==> src/sv/lpmr_pkg.sv <==
// ----------------------------------------------------------------------------
// lpmr_pkg: shared types and constants of the mailbox ring unit
// Function and status codes, put states, engine states, queue entry.
// ----------------------------------------------------------------------------
package lpmr_pkg;

    localparam int DEF_NUM_BOXES   = 8;
    localparam int DEF_BOX_BYTES   = 1024;
    localparam int DEF_SLACK_BYTES = 256;

    localparam logic [10:0] CAP_RESET  = 11'd1024;
    localparam logic [7:0]  MASK_RESET = 8'd0;

    localparam logic [2:0] REG_CAP_ADDR  = 3'd0;
    localparam logic [2:0] REG_MASK_ADDR = 3'd4;

    localparam logic [2:0] FN_PUT      = 3'd0;
    localparam logic [2:0] FN_PUT_ROOM = 3'd1;
    localparam logic [2:0] FN_GET      = 3'd2;
    localparam logic [2:0] FN_DROP     = 3'd3;
    localparam logic [2:0] FN_CLEAR    = 3'd4;
    localparam logic [2:0] FN_COUNT    = 3'd5;

    localparam logic [1:0] ST_OK    = 2'd0;
    localparam logic [1:0] ST_REJ   = 2'd1;
    localparam logic [1:0] ST_EMPTY = 2'd2;
    localparam logic [1:0] ST_BAD   = 2'd3;

    localparam logic [15:0] HDR_LEN = 16'd2;

    typedef enum logic [1:0] {
        PS_IDLE = 2'd0,
        PS_HIGH = 2'd1,
        PS_BODY = 2'd2,
        PS_SKIP = 2'd3
    } put_state_t;

    typedef enum logic [2:0] {
        BS_IDLE,
        BS_EXEC,
        BS_WR2,
        BS_HA,
        BS_HB,
        BS_HC,
        BS_GD
    } back_state_t;

    typedef struct packed {
        logic [2:0] func;
        logic [2:0] box;
        logic [7:0] data_byte;
        logic       bad;
    } op_entry_t;

endpackage

==> src/sv/lpmr_front.sv <==
// ----------------------------------------------------------------------------
// lpmr_front: input acceptance and classification
// Flags bad boxes and queues transactions for the engine.
// ----------------------------------------------------------------------------
module lpmr_front import lpmr_pkg::*; #(
    parameter int NUM_BOXES = DEF_NUM_BOXES
) (
    input  logic       aclk,
    input  logic       aresetn,
    input  logic       s_tvalid,
    output logic       s_tready,
    input  logic [2:0] s_func,
    input  logic [2:0] s_box,
    input  logic [7:0] s_data_byte,
    input  logic [7:0] enable_mask,
    output logic       q_valid,
    output op_entry_t  q_entry,
    input  logic       q_pop
);

    op_entry_t  q_reg [2];
    logic       wr_ptr_reg, wr_ptr_next;
    logic       rd_ptr_reg, rd_ptr_next;
    logic [1:0] cnt_reg, cnt_next;
    logic       push;
    op_entry_t  in_entry;

    assign s_tready = (cnt_reg != 2'd2);
    assign push     = s_tvalid && s_tready;
    assign q_valid  = (cnt_reg != 2'd0);
    assign q_entry  = q_reg[rd_ptr_reg];

    always_comb begin
        in_entry.func      = s_func;
        in_entry.box       = s_box;
        in_entry.data_byte = s_data_byte;
        in_entry.bad       = (32'(s_box) >= NUM_BOXES) || !enable_mask[s_box];
        wr_ptr_next = push ? !wr_ptr_reg : wr_ptr_reg;
        rd_ptr_next = q_pop ? !rd_ptr_reg : rd_ptr_reg;
        cnt_next    = cnt_reg + {1'b0, push} - {1'b0, q_pop};
    end

    always_ff @(posedge aclk) begin
        if (!aresetn) begin
            wr_ptr_reg <= 1'b0;
            rd_ptr_reg <= 1'b0;
            cnt_reg    <= 2'd0;
        end else begin
            wr_ptr_reg <= wr_ptr_next;
            rd_ptr_reg <= rd_ptr_next;
            cnt_reg    <= cnt_next;
        end
    end

    always_ff @(posedge aclk) begin
        if (push) begin
            q_reg[wr_ptr_reg] <= in_entry;
        end
    end

endmodule

==> config.mk <==
export PLATFORM = sky130hd
export DESIGN_NAME = lpmr_front
export DESIGN_NICKNAME = d
export VERILOG_FILES = /design/src/sv/lpmr_pkg.sv /design/src/sv/lpmr_front.sv
export SDC_FILE = /design/constraint.sdc
export NUM_CORES = 1
export LEC_CHECK = 0
export ABC_AREA = 1
export BUFFER_PORTS_ARGS = -buffer_cell sky130_fd_sc_hd__buf_2
export CAP_MARGIN = 0
export CORE_MARGIN = 5
export CORE_UTILIZATION = 56
export CTS_BUF_LIST = sky130_fd_sc_hd__clkbuf_4 sky130_fd_sc_hd__clkbuf_8
export CTS_CLUSTER_SIZE = 20
export DETAILED_ROUTE_END_ITERATION = 6
export PLACE_DENSITY = 0.93
export RECOVER_POWER = 25
export SLEW_MARGIN = 10
export SYNTH_ARGS = -nofsm -noshare
export SYNTH_HDL_FRONTEND = slang
export SYNTH_SLANG_ARGS = --single-unit
==> constraint.sdc <==
create_clock -name aclk -period 5.1 [get_ports aclk]
set_input_delay 0 -clock aclk [delete_from_list [all_inputs] [get_ports aclk]]
set_output_delay 0 -clock aclk [all_outputs]
set_load 0.005 [all_outputs]
# After elaboration in Yosys (flattened, before gate mapping)
# Memory sizes are Yosys's and may differ from the RTL's. A register that Yosys moved wholly into a read port is not among the register bits.
# Cells that the tools add are included.
[totals] latch_bits=0 rom_bits=0 in_bits=26 ff_bits=4 mem_count=1 output_inout_bits=17 word_cells=19 ramBits=30
[classes] eq_ne=1 n_bitwise=0 n_shift=0 magnitude_cmp=1 mux=6 n_reduce_logical=5 addsub=2 mul=0 div=0
[mem_list] memory="q_reg" depth=2 width=15 rd=1 rd_clocked_by_memory_dff=1 wr=1 line_no="lpmr_front.sv:21" rtl="op_entry_t q_reg [2];"
[op_table] op="1-bit 2-to-1 mux" count=5
[op_table] op="3-bit by 4-bit < comparator with 1-bit output (second input constant)" count=1
[op_table] op="1-bit binary-select mux with 3-bit select" count=1
[op_table] op="1-bit zero test" count=3
[op_table] op="2-bit by 1-bit adder with 2-bit output" count=1
[op_table] op="2-bit inequality test (second input constant)" count=1
[op_table] op="2-bit nonzero test" count=1
[op_table] op="2-bit by 1-bit subtractor with 2-bit output" count=1
[op_table] op="1-bit logical AND" count=1

# Logic depth before layout (Yosys ltp)
# Gate-level depths: netlist (run 1).
[logic_depth] ltp_word=4 mapped_depth=11 depth_no_buf=11

# Worst setup path after synthesis (run 1)
# OpenSTA, ideal clock, no wires.
[synth_timing] path_kind="reg-to-reg" start="reg cnt_reg[0]" end="mem q_reg[1][0] (netlist bit), enable pin" n_path_buf=0 t_required_ns=4.712 period_less_slack_ns=1.666 slack_ns=3.434 path_stages_with_launch=5 setup_time_ns=0.388 arrival_ns=1.278 cell_sequence="dfxtp_1 > inv_1 > nand2_1 > nand2_1 > nor2_1"
[synth_via] elab_chain_cells=4
[synth_lines] element="start, declared" line_no="lpmr_front.sv:24" rtl="logic [1:0] cnt_reg, cnt_next;"
[synth_lines] element="start signal, assigned" line_no="lpmr_front.sv:51" rtl="cnt_reg <= cnt_next;"
[synth_lines] element="2-bit inequality test" line_no="lpmr_front.sv:28" rtl="assign s_tready = (cnt_reg != 2'd2);"
[synth_lines] element="named net s_tready" line_no="lpmr_front.sv:11" rtl="output logic s_tready,"
[synth_lines] element="1-bit logical AND" line_no="lpmr_front.sv:29" rtl="assign push = s_tvalid && s_tready;"
[synth_lines] element="1-bit 2-to-1 mux" line_no="lpmr_front.sv:56" rtl="if (push) begin"
[synth_lines] element="1-bit 2-to-1 mux (implied by the code)" line_no="lpmr_front.sv:57" rtl="q_reg[wr_ptr_reg] <= in_entry;"
[synth_lines] element="end, declared" line_no="lpmr_front.sv:21"
# The timed path passes the listed nets, and every way through them passes these cells.

# Worst setup path in the final report (run 1)
[layout_timing] start="reg cnt_reg[0]" end="mem q_reg[0][3] (netlist bit), enable pin"
[layout_via] elab_chain_cells=4
[layout_lines] element="2-bit inequality test" line_no="lpmr_front.sv:28"
[layout_lines] element="1-bit logical AND" line_no="lpmr_front.sv:29"
[layout_lines] element="1-bit 2-to-1 mux" line_no="lpmr_front.sv:56"
[layout_lines] element="1-bit 2-to-1 mux (implied by the code)" line_no="lpmr_front.sv:57"
# Every way passes these cells.

==> results.md, run 1 <==
* Status: complete, no violations
* Final-report setup violation count at 0
* Quantity of I/O buffers inserted on ports at 42
* Hold Crit Depth at 5
* Level count of the clock H-tree at 2
* Clk sink count at 35
* Number of nets in the synthesized netlist at 127
* Minimum clock period after layout at 1.97 ns
* Die Height at 60.7 µm
* Drt total wl at 2.75 mm
* Share of Yosys cell area claimed by the top area cell type at 62.6%
* Cells taking the most area after synthesis: sky130_fd_sc_hd__edfxtp_1 63%, sky130_fd_sc_hd__mux2_4 10%, sky130_fd_sc_hd__dfxtp_1 7.0%
* Post-synthesis sequential element count at 35
* Clock skew after layout at 0.00645 ns
* Number of buffers created by CTS at 5
* Worst reg2reg endpoint: q_reg[0][3]
* Antenna-violating nets left at 0
* Fin Setup TNS at 0 ns
* Area of the core at 0.00248 mm²
* Antenna cell count at 0
* Most used standard cells in the synthesized netlist: 30 x sky130_fd_sc_hd__edfxtp_1, 25 x sky130_fd_sc_hd__nand2_1, 10 x sky130_fd_sc_hd__mux2_4
* Origin of the critical flop-to-flop path: cnt_reg[0]
* Fraction of the cycle the final worst path needs at 38.6%
* Number of warning messages in the yosys log at 0
* Placed cell count at 171
* Effective utilization at floorplan at 58.1%
* Worst r2r path cells at 4
* Setup bufs post-CTS at 0
* Gr ovfl total at 0
* Sequential element share of the synthesized area at 69.5%
* Worst EP arrival at 1.92 ns
* Floorplan die width at 60.7 µm
* Net count of the finished layout at 191
* Count of final max-slew check failures at 0
* Worst min-delay path category: in -> reg
* Deepest clock path buffer count at 2
* Minimum setup slack in the final design at 3.13 ns
* Total global-route track usage at 16.5%
* CTS tree: done
* Leakage at 0.807 nW
* Number of synthesized flops with an enable pin at 30
* Post-DR wirelength/cell at 14.1 µm
* Vias in the first global route at 962
* Worst Path Class, Setup: reg -> reg
* Placement Rows at 18
* Synthesized area per cell at 14.4 µm²
* Post-synthesis cell area at 0.00144 mm²
* Antenna violations before repair at 0
* # DRC at 0
* Flip-flop count of the largest register after layout at 30
* Most area-hungry cell type in the Yosys netlist: sky130_fd_sc_hd__edfxtp_1
* Main flop type after synthesis: sky130_fd_sc_hd__edfxtp_1
* Ratio of total power to cell area at 325 mW/mm²
* Global-route wire length before repair at 4.20 mm
* Hold buffers post-CTS at 16
* Critical path endpoint category: register
* HP Start: s_tvalid
* Top-level I/O count at 43
* Die area at 0.00369 mm²
* Post-synth ARST share at 0%
* Layout cell share with drive strength beyond 1 at 35.2%
* Pin count of the biggest net entering global routing at 16
* Setup slack on the worst flop-to-flop path at 3.13 ns
* Number of hold violations in the final report at 0
* RSZ-0062 raised after global routing: no
* Number of search-and-repair iterations in the first detailed-routing pass at 4
* Cell at the root of the clock tree: sky130_fd_sc_hd__clkbuf_4
* Vias per Instance at 4.85
* Area grow syn2layout at 30.1%
* Startpoint kind of the worst setup timing path: register
* Post-cts gate resize count at 0
* WHS Endpoint: wr_ptr_reg
* Library cell with the highest instance count after synthesis: sky130_fd_sc_hd__edfxtp_1
* Worst Max-Slew Pin Slew at 1.22 ns
* Count of mapped cells out of synthesis at 100
* Clock slew at reported path FFs at 0.10 ns
* Detailed Place HPWL at 1.88 mm
* Worst slack, placed at 3.12 ns
* Max-cap violation count at 0
* Routed via count at 945
* Crit Path Max Fanout at 15
* Maximum ir drop on the vdd rail at 250 µV
* Number of DRC markers after the initial detailed-route iteration at 27
* Clk_lat worst skew at 0.33 ns
* Worst slew slack as a fraction of its limit at 18.7%
* GPL Wtd Cong at 0.669
* Final hold slack at 0.120 ns
* Number of non-filler instances in the completed layout at 195
* Required time at the endpoint of the critical path at 5.05 ns
* Maximum clock frequency at 0.508 GHz
* Post-synth cell types at 13
[per-stage QoR]
step                utilization (%)  total power [mW]  cell area [µm²]
floorplan                         -             0.415             1440
global placement               67.2             0.448             1660
detailed placement             67.2             0.455             1660
CTS                            76.1             0.614             1880
global route                   75.7             0.643             1870
finish                         75.7             0.610             1870
[area by class of cell]
type / count / area, µm²
Sequential cell: 35 / 1000
Multi-Input combinational cell: 55 / 378
Inverter: 8 / 30.0
Fill cell: 172 / 603
Clock buffer: 8 / 60.1
Tap cell: 30 / 37.5
Timing Repair Buffer: 59 / 368
[power breakdown]
group	internal (mW)	switching (mW)	leakage, nW	total [mW]
logic	0.0557	0.0482	0.448	0.104
clock network	0.0709	0.0826	0.0368	0.153
registers	0.341	0.0116	0.321	0.352
[kinds of logic (layout without fill, tap and decap cells)]
kind of cell	Yosys count	in the layout	synth area share (%)
AND/OR/NAND/NOR	37	37	10.1
flip-flops	35	35	69.5
multiplexers	15	15	14.3
buffers and inverters	10	75	4.26
adder cells (fa/ha/maj)	1	1	0.869
AO/OA/AOI/OAI	1	1	0.347
XOR/XNOR	1	1	0.608
[routing by layer]
metal | part of all wire (%) | global-route usage, % | vias up
met1 | 39 | 18.0 | 434
met4 | 1.6 | 7.43 | 0
met2 | 54 | 29.8 | 34
li1 | - | - | 472
met5 | 0 | 0 | -
met3 | 5.6 | 4.47 | 5
[worst max-delay path, stage by stage (launching register included)]
cell	delay, ns
sky130_fd_sc_hd__dfxtp_1	0.35
sky130_fd_sc_hd__inv_1	0.06
sky130_fd_sc_hd__nand2_1	0.09
sky130_fd_sc_hd__nand2_1	0.14
sky130_fd_sc_hd__nor2_1	0.94
[cell usage in the layout (no fill, tap or decap), drive strengths merged]
cell type,netlist,layout
a21oi,1,1
buf,2,34
clkbuf,0,17
dfxtp,5,5
dlygate4sd3,0,16
edfxtp,30,30
ha,1,1
inv,8,8
mux2,15,15
nand2,25,25
nand3,5,5
nor2,7,7
xnor2,1,1
[worst max path at each step]
stage                           from     endpoint  slack [ns]  cells after the start
after floorplan           cnt_reg[0]  q_reg[1][0]        3.43                      4
after global routing      cnt_reg[0]  q_reg[0][3]        2.97                      4
final                     cnt_reg[0]  q_reg[0][3]        3.13                      4
after CTS                 cnt_reg[0]  q_reg[0][6]        3.10                      4
after detailed placement  cnt_reg[0]  q_reg[0][2]        3.12                      4
after global placement    cnt_reg[0]  q_reg[0][2]        3.27                      4
No activity file was read; power rests on OpenSTA's default activity.
==> inputs of run 2 (changes only) <==
--- a/config.mk
+++ b/config.mk
@@ -5,15 +5,15 @@
 export SDC_FILE = /design/constraint.sdc
 export NUM_CORES = 1
 export LEC_CHECK = 0
-export ABC_AREA = 1
+export ABC_AREA = 0
 export BUFFER_PORTS_ARGS = -buffer_cell sky130_fd_sc_hd__buf_2
 export CAP_MARGIN = 0
 export CORE_MARGIN = 5
-export CORE_UTILIZATION = 56
+export CORE_UTILIZATION = 47
 export CTS_BUF_LIST = sky130_fd_sc_hd__clkbuf_4 sky130_fd_sc_hd__clkbuf_8
 export CTS_CLUSTER_SIZE = 20
 export DETAILED_ROUTE_END_ITERATION = 6
-export PLACE_DENSITY = 0.93
+export PLACE_DENSITY = 0.84
 export RECOVER_POWER = 25
 export SLEW_MARGIN = 10
 export SYNTH_ARGS = -nofsm -noshare
==> constraint.sdc (replaced) <==
create_clock -name aclk -period 1.65 [get_ports aclk]
set_input_delay 0 -clock aclk [delete_from_list [all_inputs] [get_ports aclk]]
set_output_delay 0 -clock aclk [all_outputs]
set_load 0.005 [all_outputs]
==> run 2 against run 1 <==
First-iteration DRC count up 67%; via count down 3.3%; sequential cell count unchanged; largest power group unchanged.
==> results.md, run 2 <==
* Library cell with the highest instance count after synthesis: sky130_fd_sc_hd__edfxtp_1
* Floorplan die width at 64.8 µm
* Area grow syn2layout at 33.8%
* Worst slew slack as a fraction of its limit at 82.1%
* Die area at 0.00419 mm²
* Detailed Place HPWL at 1.76 mm
* Fraction of power consumed by the clock network at 23.3%
* Level count of the clock H-tree at 2
* Proportion of power drawn by flip-flops and latches at 57.9%
* Number of warning messages in the yosys log at 0
* Post-synth cell types at 23
* Worst min-delay path category: in -> reg
* Layout cell share with drive strength beyond 1 at 45.1%
* Required time at the endpoint of the critical path at 1.88 ns
* Main flop type after synthesis: sky130_fd_sc_hd__edfxtp_1
* Fin Setup TNS at 0 ns
* Minimum clock period after layout at 1.52 ns
* Pin count of the biggest net entering global routing at 16
* Area of the core at 0.00281 mm²
* Flip-flop count of the largest register after layout at 30
* Startpoint kind of the worst setup timing path: register
* Switching component of the power at 0.445 mW
* GPL Wtd Cong at 0.679
* Commonest non-fill, non-tap cells in the layout: 36 x sky130_fd_sc_hd__buf_2, 30 x sky130_fd_sc_hd__edfxtp_1, 15 x sky130_fd_sc_hd__mux2_2, 15 x sky130_fd_sc_hd__dlygate4sd3_1
* Highest cell delay on the worst timing path at 0.39 ns
* Number of DRC markers after the initial detailed-route iteration at 45
* CTS tree: done
* Number of nets in the synthesized netlist at 105
* RSZ-0062 raised after global routing: no
* Global-route wire length before repair at 4.32 mm
* Clock skew after layout at 0.00903 ns
* Leakage at 0.749 nW
* Post-synthesis sequential element count at 35
* Placement Rows at 19
* Post-DR wirelength/cell at 15.2 µm
* Cells taking the most area after synthesis: sky130_fd_sc_hd__edfxtp_1 64%, sky130_fd_sc_hd__mux2_2 12%, sky130_fd_sc_hd__dfxtp_1 7.1%
* Share of total power consumed by net switching at 23.8%
* Post-synthesis cell area at 0.00141 mm²
* Cell at the root of the clock tree: sky130_fd_sc_hd__clkbuf_4
* Post-synth ARST share at 0%
* Die Height at 64.8 µm
* Worst path cell trace: nand2b_2, nand2_1, xnor2_1, ha_1, nand3b_1, mux2i_1, a211o_1
* Antenna cell count at 0
* Drt total wl at 2.66 mm
* Most used standard cells in the synthesized netlist: 30 x sky130_fd_sc_hd__edfxtp_1, 15 x sky130_fd_sc_hd__mux2_2, 5 x sky130_fd_sc_hd__dfxtp_1
* Routed via count at 914
* Total power after layout at 1.87 mW
* Cell-internal power at 1.43 mW
* Count of mapped cells out of synthesis at 78
* Fraction of the cycle the final worst path needs at 92.0%
* Vias in the first global route at 924
* Final-report setup violation count at 0
* CP max-delay cell: sky130_fd_sc_hd__dfxtp_1
* Clock slew at reported path FFs at 0.09 ns
* Crit Path Max Fanout at 5
* Most area-hungry cell type in the Yosys netlist: sky130_fd_sc_hd__edfxtp_1
* Number of synthesized flops with an enable pin at 30
* Worst Max-Slew Pin Slew at 0.265 ns
* Logic gate share of total power at 18.8%
* Number of buffers created by CTS at 5
* Effective utilization at floorplan at 50.2%
* Share of Yosys cell area claimed by the top area cell type at 63.9%
* Critical path endpoint category: register
* Count of final max-slew check failures at 0
* Worst Path Class, Setup: reg -> reg
* Net count of the finished layout at 170
* Max-cap violation count at 0
* Clk sink count at 35
* Number of search-and-repair iterations in the first detailed-routing pass at 4
* Vias per Instance at 5.22
* Status: complete, no violations
* Maximum clock frequency at 0.658 GHz
* Quantity of I/O buffers inserted on ports at 42
* # DRC at 0
* Total global-route track usage at 14.7%
* Gr ovfl total at 0
* Top-level I/O count at 43
* Antenna-violating nets left at 0
* Deepest clock path buffer count at 2
* Maximum ir drop on the vdd rail at 580 µV
* Worst EP arrival at 1.74 ns
* Antenna violations before repair at 0
* Ratio of total power to cell area at 992 mW/mm²
* Synthesized area per cell at 18.1 µm²
* Clk_lat worst skew at 0.33 ns
* Sequential element share of the synthesized area at 71.0%
* Most frequent standard cell in the layout excluding fill and tap cells: sky130_fd_sc_hd__buf_2
* Number of hold violations in the final report at 0
==> run 2: logic make-up after synthesis <==
| kind of cell | share of synthesized area, % |
|---|---|
| AOI/OAI and AO/OA | 3.20 |
| xor gates and xnor gates | 1.24 |
| adders and majority gates | 0.888 |
| buffers and inverters | 1.24 |
| DFF | 71.0 |
| muxes | 17.1 |
| and+or+nand+nor | 5.24 |
==> run 2: power by group through the flow <==
stage                     Clock [mW]  Combinational, mW  Sequential, mW
final                          0.436              0.351            1.08
after global routing           0.502              0.384            1.09
after CTS                      0.456              0.354            1.08
after detailed placement           0              0.325            1.10
after global placement             0              0.313            1.10
after floorplan                    0              0.175            1.09
==> run 2: critical path, delay by kind of cell (launching register included) <==
family / cells / cell delay (ns)
adder cells (fa/ha/maj): 1 / 0.21
XOR/XNOR: 1 / 0.13
AO/OA/AOI/OAI: 1 / 0.22
multiplexers: 1 / 0.07
flip-flops: 1 / 0.39
AND/OR/NAND/NOR: 3 / 0.38
==> run 2: repair_timing <==
action	4_1_cts	5_1_grt
endpoints found under the setup margin	0	1
gates resized for setup	0	2
hold endpoints to repair	33	0
hold buffers	15	0
setup buffers	0	0
==> run 2: layout make-up <==
type,instances,area (µm²)
Timing Repair Buffer,60,388
Sequential cell,35,1000
Clock inverter,2,7.51
Tap cell,31,38.8
Clock buffer,6,45.0
Fill cell,214,920
Multi-Input combinational cell,39,398
Inverter,2,7.51
==> run 2: worst paths after layout <==
path / startpoint / to / slack (ns) / depth (start not counted)
max reg2reg: cnt_reg[0] / cnt_reg[1] / 0.13 / 7
max: cnt_reg[0] / cnt_reg[1] / 0.13 / 7
min: s_tvalid / wr_ptr_reg / 0.04 / 3
min reg2reg: wr_ptr_reg / wr_ptr_reg / 0.59 / 2
==> run 2: routing by layer <==
layer | track usage (%) | up-vias | part of all wire [%]
met5 | 0 | - | 0
met4 | 9.50 | 0 | 3.3
met3 | 6.74 | 8 | 7.2
met2 | 23.6 | 42 | 51
met1 | 15.5 | 432 | 39
li1 | - | 432 | -
==> run 2: through the flow <==
step                      area (µm²)  util, %  hold slack (ns)  instances  worst slack [ns]
after floorplan                 1410        -           0.0989         78             0.207
after global placement          1680     60.0            0.188        152             0.203
after detailed placement        1680     60.0            0.194        152             0.119
after CTS                       1890     67.2           0.0263        175            0.0413
after global routing            1890     67.2           0.0342        175            0.0148
final                           1890     67.2           0.0392        175             0.131
==> inputs of run 3 (changes only) <==
--- a/config.mk
+++ b/config.mk
@@ -6,14 +6,14 @@
 export NUM_CORES = 1
 export LEC_CHECK = 0
 export ABC_AREA = 0
-export BUFFER_PORTS_ARGS = -buffer_cell sky130_fd_sc_hd__buf_2
+export BUFFER_PORTS_ARGS = -buffer_cell sky130_fd_sc_hd__buf_4
 export CAP_MARGIN = 0
 export CORE_MARGIN = 5
-export CORE_UTILIZATION = 47
-export CTS_BUF_LIST = sky130_fd_sc_hd__clkbuf_4 sky130_fd_sc_hd__clkbuf_8
+export CORE_UTILIZATION = 45
+export CTS_BUF_LIST = sky130_fd_sc_hd__clkbuf_8 sky130_fd_sc_hd__clkbuf_16
 export CTS_CLUSTER_SIZE = 20
 export DETAILED_ROUTE_END_ITERATION = 6
-export PLACE_DENSITY = 0.84
+export PLACE_DENSITY = 0.81
 export RECOVER_POWER = 25
 export SLEW_MARGIN = 10
 export SYNTH_ARGS = -nofsm -noshare
==> run 3 against run 2 <==
Largest cell class unchanged; highest routed layer unchanged; sequential share of layout area down 3.5 points; global-route usage down 0.92 points; largest power group unchanged; first-iteration DRC count down 80%.
==> results.md, run 3 (synthesis results as in run 2) <==
* Ratio of total power to cell area at 1010 mW/mm²
* Area grow syn2layout at 43.6%
* Placed cell count at 165
* Fraction of the cycle the final worst path needs at 94.6%
* Maximum ir drop on the vdd rail at 603 µV
* CTS tree: done
* Required time at the endpoint of the critical path at 1.87 ns
* HP Start: s_tvalid
* GPL Wtd Cong at 0.648
* Switching component of the power at 0.456 mW
* Worst EP arrival at 1.78 ns
* Area of the core at 0.00303 mm²
* Pin count of the biggest net entering global routing at 16
* Detailed Place HPWL at 1.81 mm
* Routed via count at 885
* Number of DRC markers after the initial detailed-route iteration at 9
* Finished layout cell area at 0.00202 mm²
* Clk_lat worst skew at 0.28 ns
* Startpoint kind of the worst setup timing path: register
* Worst slew slack as a fraction of its limit at 78.2%
* Level count of the clock H-tree at 2
* Antenna violations before repair at 0
* Crit Path Max Fanout at 6
* Vias in the first global route at 962
* Clk sink count at 35
* Commonest non-fill, non-tap cells in the layout: 35 x sky130_fd_sc_hd__buf_4, 30 x sky130_fd_sc_hd__edfxtp_1, 15 x sky130_fd_sc_hd__mux2_2, 15 x sky130_fd_sc_hd__dlygate4sd3_1, 8 x sky130_fd_sc_hd__clkbuf_4
* Die area at 0.00435 mm²
* Cell area reported after detailed placement at 0.00179 mm²
* Logic gate share of total power at 19.4%
* Number of buffers created by CTS at 5
* Gr ovfl total at 0
* Quantity of I/O buffers inserted on ports at 42
* Number of hold violations in the final report at 0
* Most frequent standard cell in the layout excluding fill and tap cells: sky130_fd_sc_hd__buf_4
* Cell-internal power at 1.58 mW
* Antenna-violating nets left at 0
* # DRC at 0
* Critical path endpoint category: register
* Maximum clock frequency at 0.641 GHz
* Final-report setup violation count at 0
* Status: complete, no violations
* Proportion of power drawn by flip-flops and latches at 53.6%
* Top-level I/O count at 43
* Effective utilization at floorplan at 46.5%
* Floorplan die width at 66.0 µm
* Count of final max-slew check failures at 0
* Total global-route track usage at 13.8%
* Minimum clock period after layout at 1.56 ns
* Flip-flop count of the largest register after layout at 30
* Fraction of power consumed by the clock network at 27.1%
* Leakage at 0.801 nW
* Share of total power consumed by net switching at 22.4%
* Crit path from: cnt_reg[1]
* Clock slew at reported path FFs at 0.06 ns
* Number of non-filler instances in the completed layout at 187
* Worst min-delay path category: in -> reg
* Number of search-and-repair iterations in the first detailed-routing pass at 4
* Global-route wire length before repair at 4.31 mm
* Worst Max-Slew Pin Slew at 0.323 ns
* Max-cap violation count at 0
* Net count of the finished layout at 170
* Total power after layout at 2.03 mW
* Die Height at 66.0 µm
* Origin of the critical flop-to-flop path: cnt_reg[1]
* Cell at the root of the clock tree: sky130_fd_sc_hd__clkbuf_8
* Placement Rows at 20
* Antenna cell count at 0
* Final core utilization at 66.8%
* Clock skew after layout at 0.00254 ns
* Drt total wl at 2.62 mm
* RSZ-0062 raised after global routing: no
* Fin Setup TNS at 0 ns
* Layout cell share with drive strength beyond 1 at 49.0%
* Post-DR wirelength/cell at 14.0 µm
* Vias per Instance at 4.73
* Deepest clock path buffer count at 2
* Worst Path Class, Setup: reg -> reg
run 3: cell count changes in the layout (fill, tap and decap cells not counted), sizes merged:
cell / previous run / this run
buf: 39 / 35
clkbuf: 12 / 15
run 3: final timing paths:
kind,endpoint,slack [ns],depth (start not counted)
worst min-delay path,wr_ptr_reg,0.08,3
worst max register to register,cnt_reg[1],0.09,7
worst min register to register,rd_ptr_reg,0.59,2
worst max-delay path,cnt_reg[1],0.09,7
run 3: metal layers:
layer  track usage [%]  up-vias  wire length, µm
met5                 0        -                0
met4              5.84        0               38
met3              6.63        4              229
met2              23.0       39             1320
met1              14.8      413             1040
li1                  -      429                -
run 3: power by group through the flow:
stage / Sequential (mW) / Clock [mW] / Combinational (mW)
after detailed placement: 1.10 / 0 / 0.367
after global placement: 1.10 / 0 / 0.354
after global routing: 1.10 / 0.622 / 0.431
final: 1.09 / 0.551 / 0.394
after floorplan: 1.09 / 0 / 0.175
after CTS: 1.09 / 0.576 / 0.397
run 3: worst max-delay path: stages (launching register included):
cell and delay [ns]:
sky130_fd_sc_hd__dfxtp_1 0.47, sky130_fd_sc_hd__nand2b_4 0.10, sky130_fd_sc_hd__nand2_1 0.09, sky130_fd_sc_hd__xnor2_1 0.12
sky130_fd_sc_hd__ha_2 0.23, sky130_fd_sc_hd__nand2_1 0.07, sky130_fd_sc_hd__a211oi_1 0.27, sky130_fd_sc_hd__a211o_1 0.15
run 3: layout make-up:
class	instances	area, µm²
tap	44	55.1
clock inverter	2	8.76
timing repair buffer	60	480
fill	222	1000
sequential	35	1000
inverter	2	7.51
multi-input combinational	39	400
clock buffer	5	68.8
run 3: repair_timing:
action / 4_1_cts / 5_1_grt
endpoints found under the hold margin: 32 / 0
hold buffers: 15 / 0
endpoints found under the setup margin: 0 / 1
setup buffers: 0 / 0
gates resized for setup: 0 / 4
run 3: per-stage QoR:
| stage | hold slack [ns] | worst slack [ns] |
|---|---|---|
| floorplan | 0.0989 | 0.207 |
| global placement | 0.186 | 0.203 |
| detailed placement | 0.190 | 0.0300 |
| CTS | 0.0707 | 0.00567 |
| global route | 0.0829 | 0.0145 |
| finish | 0.0774 | 0.0893 |
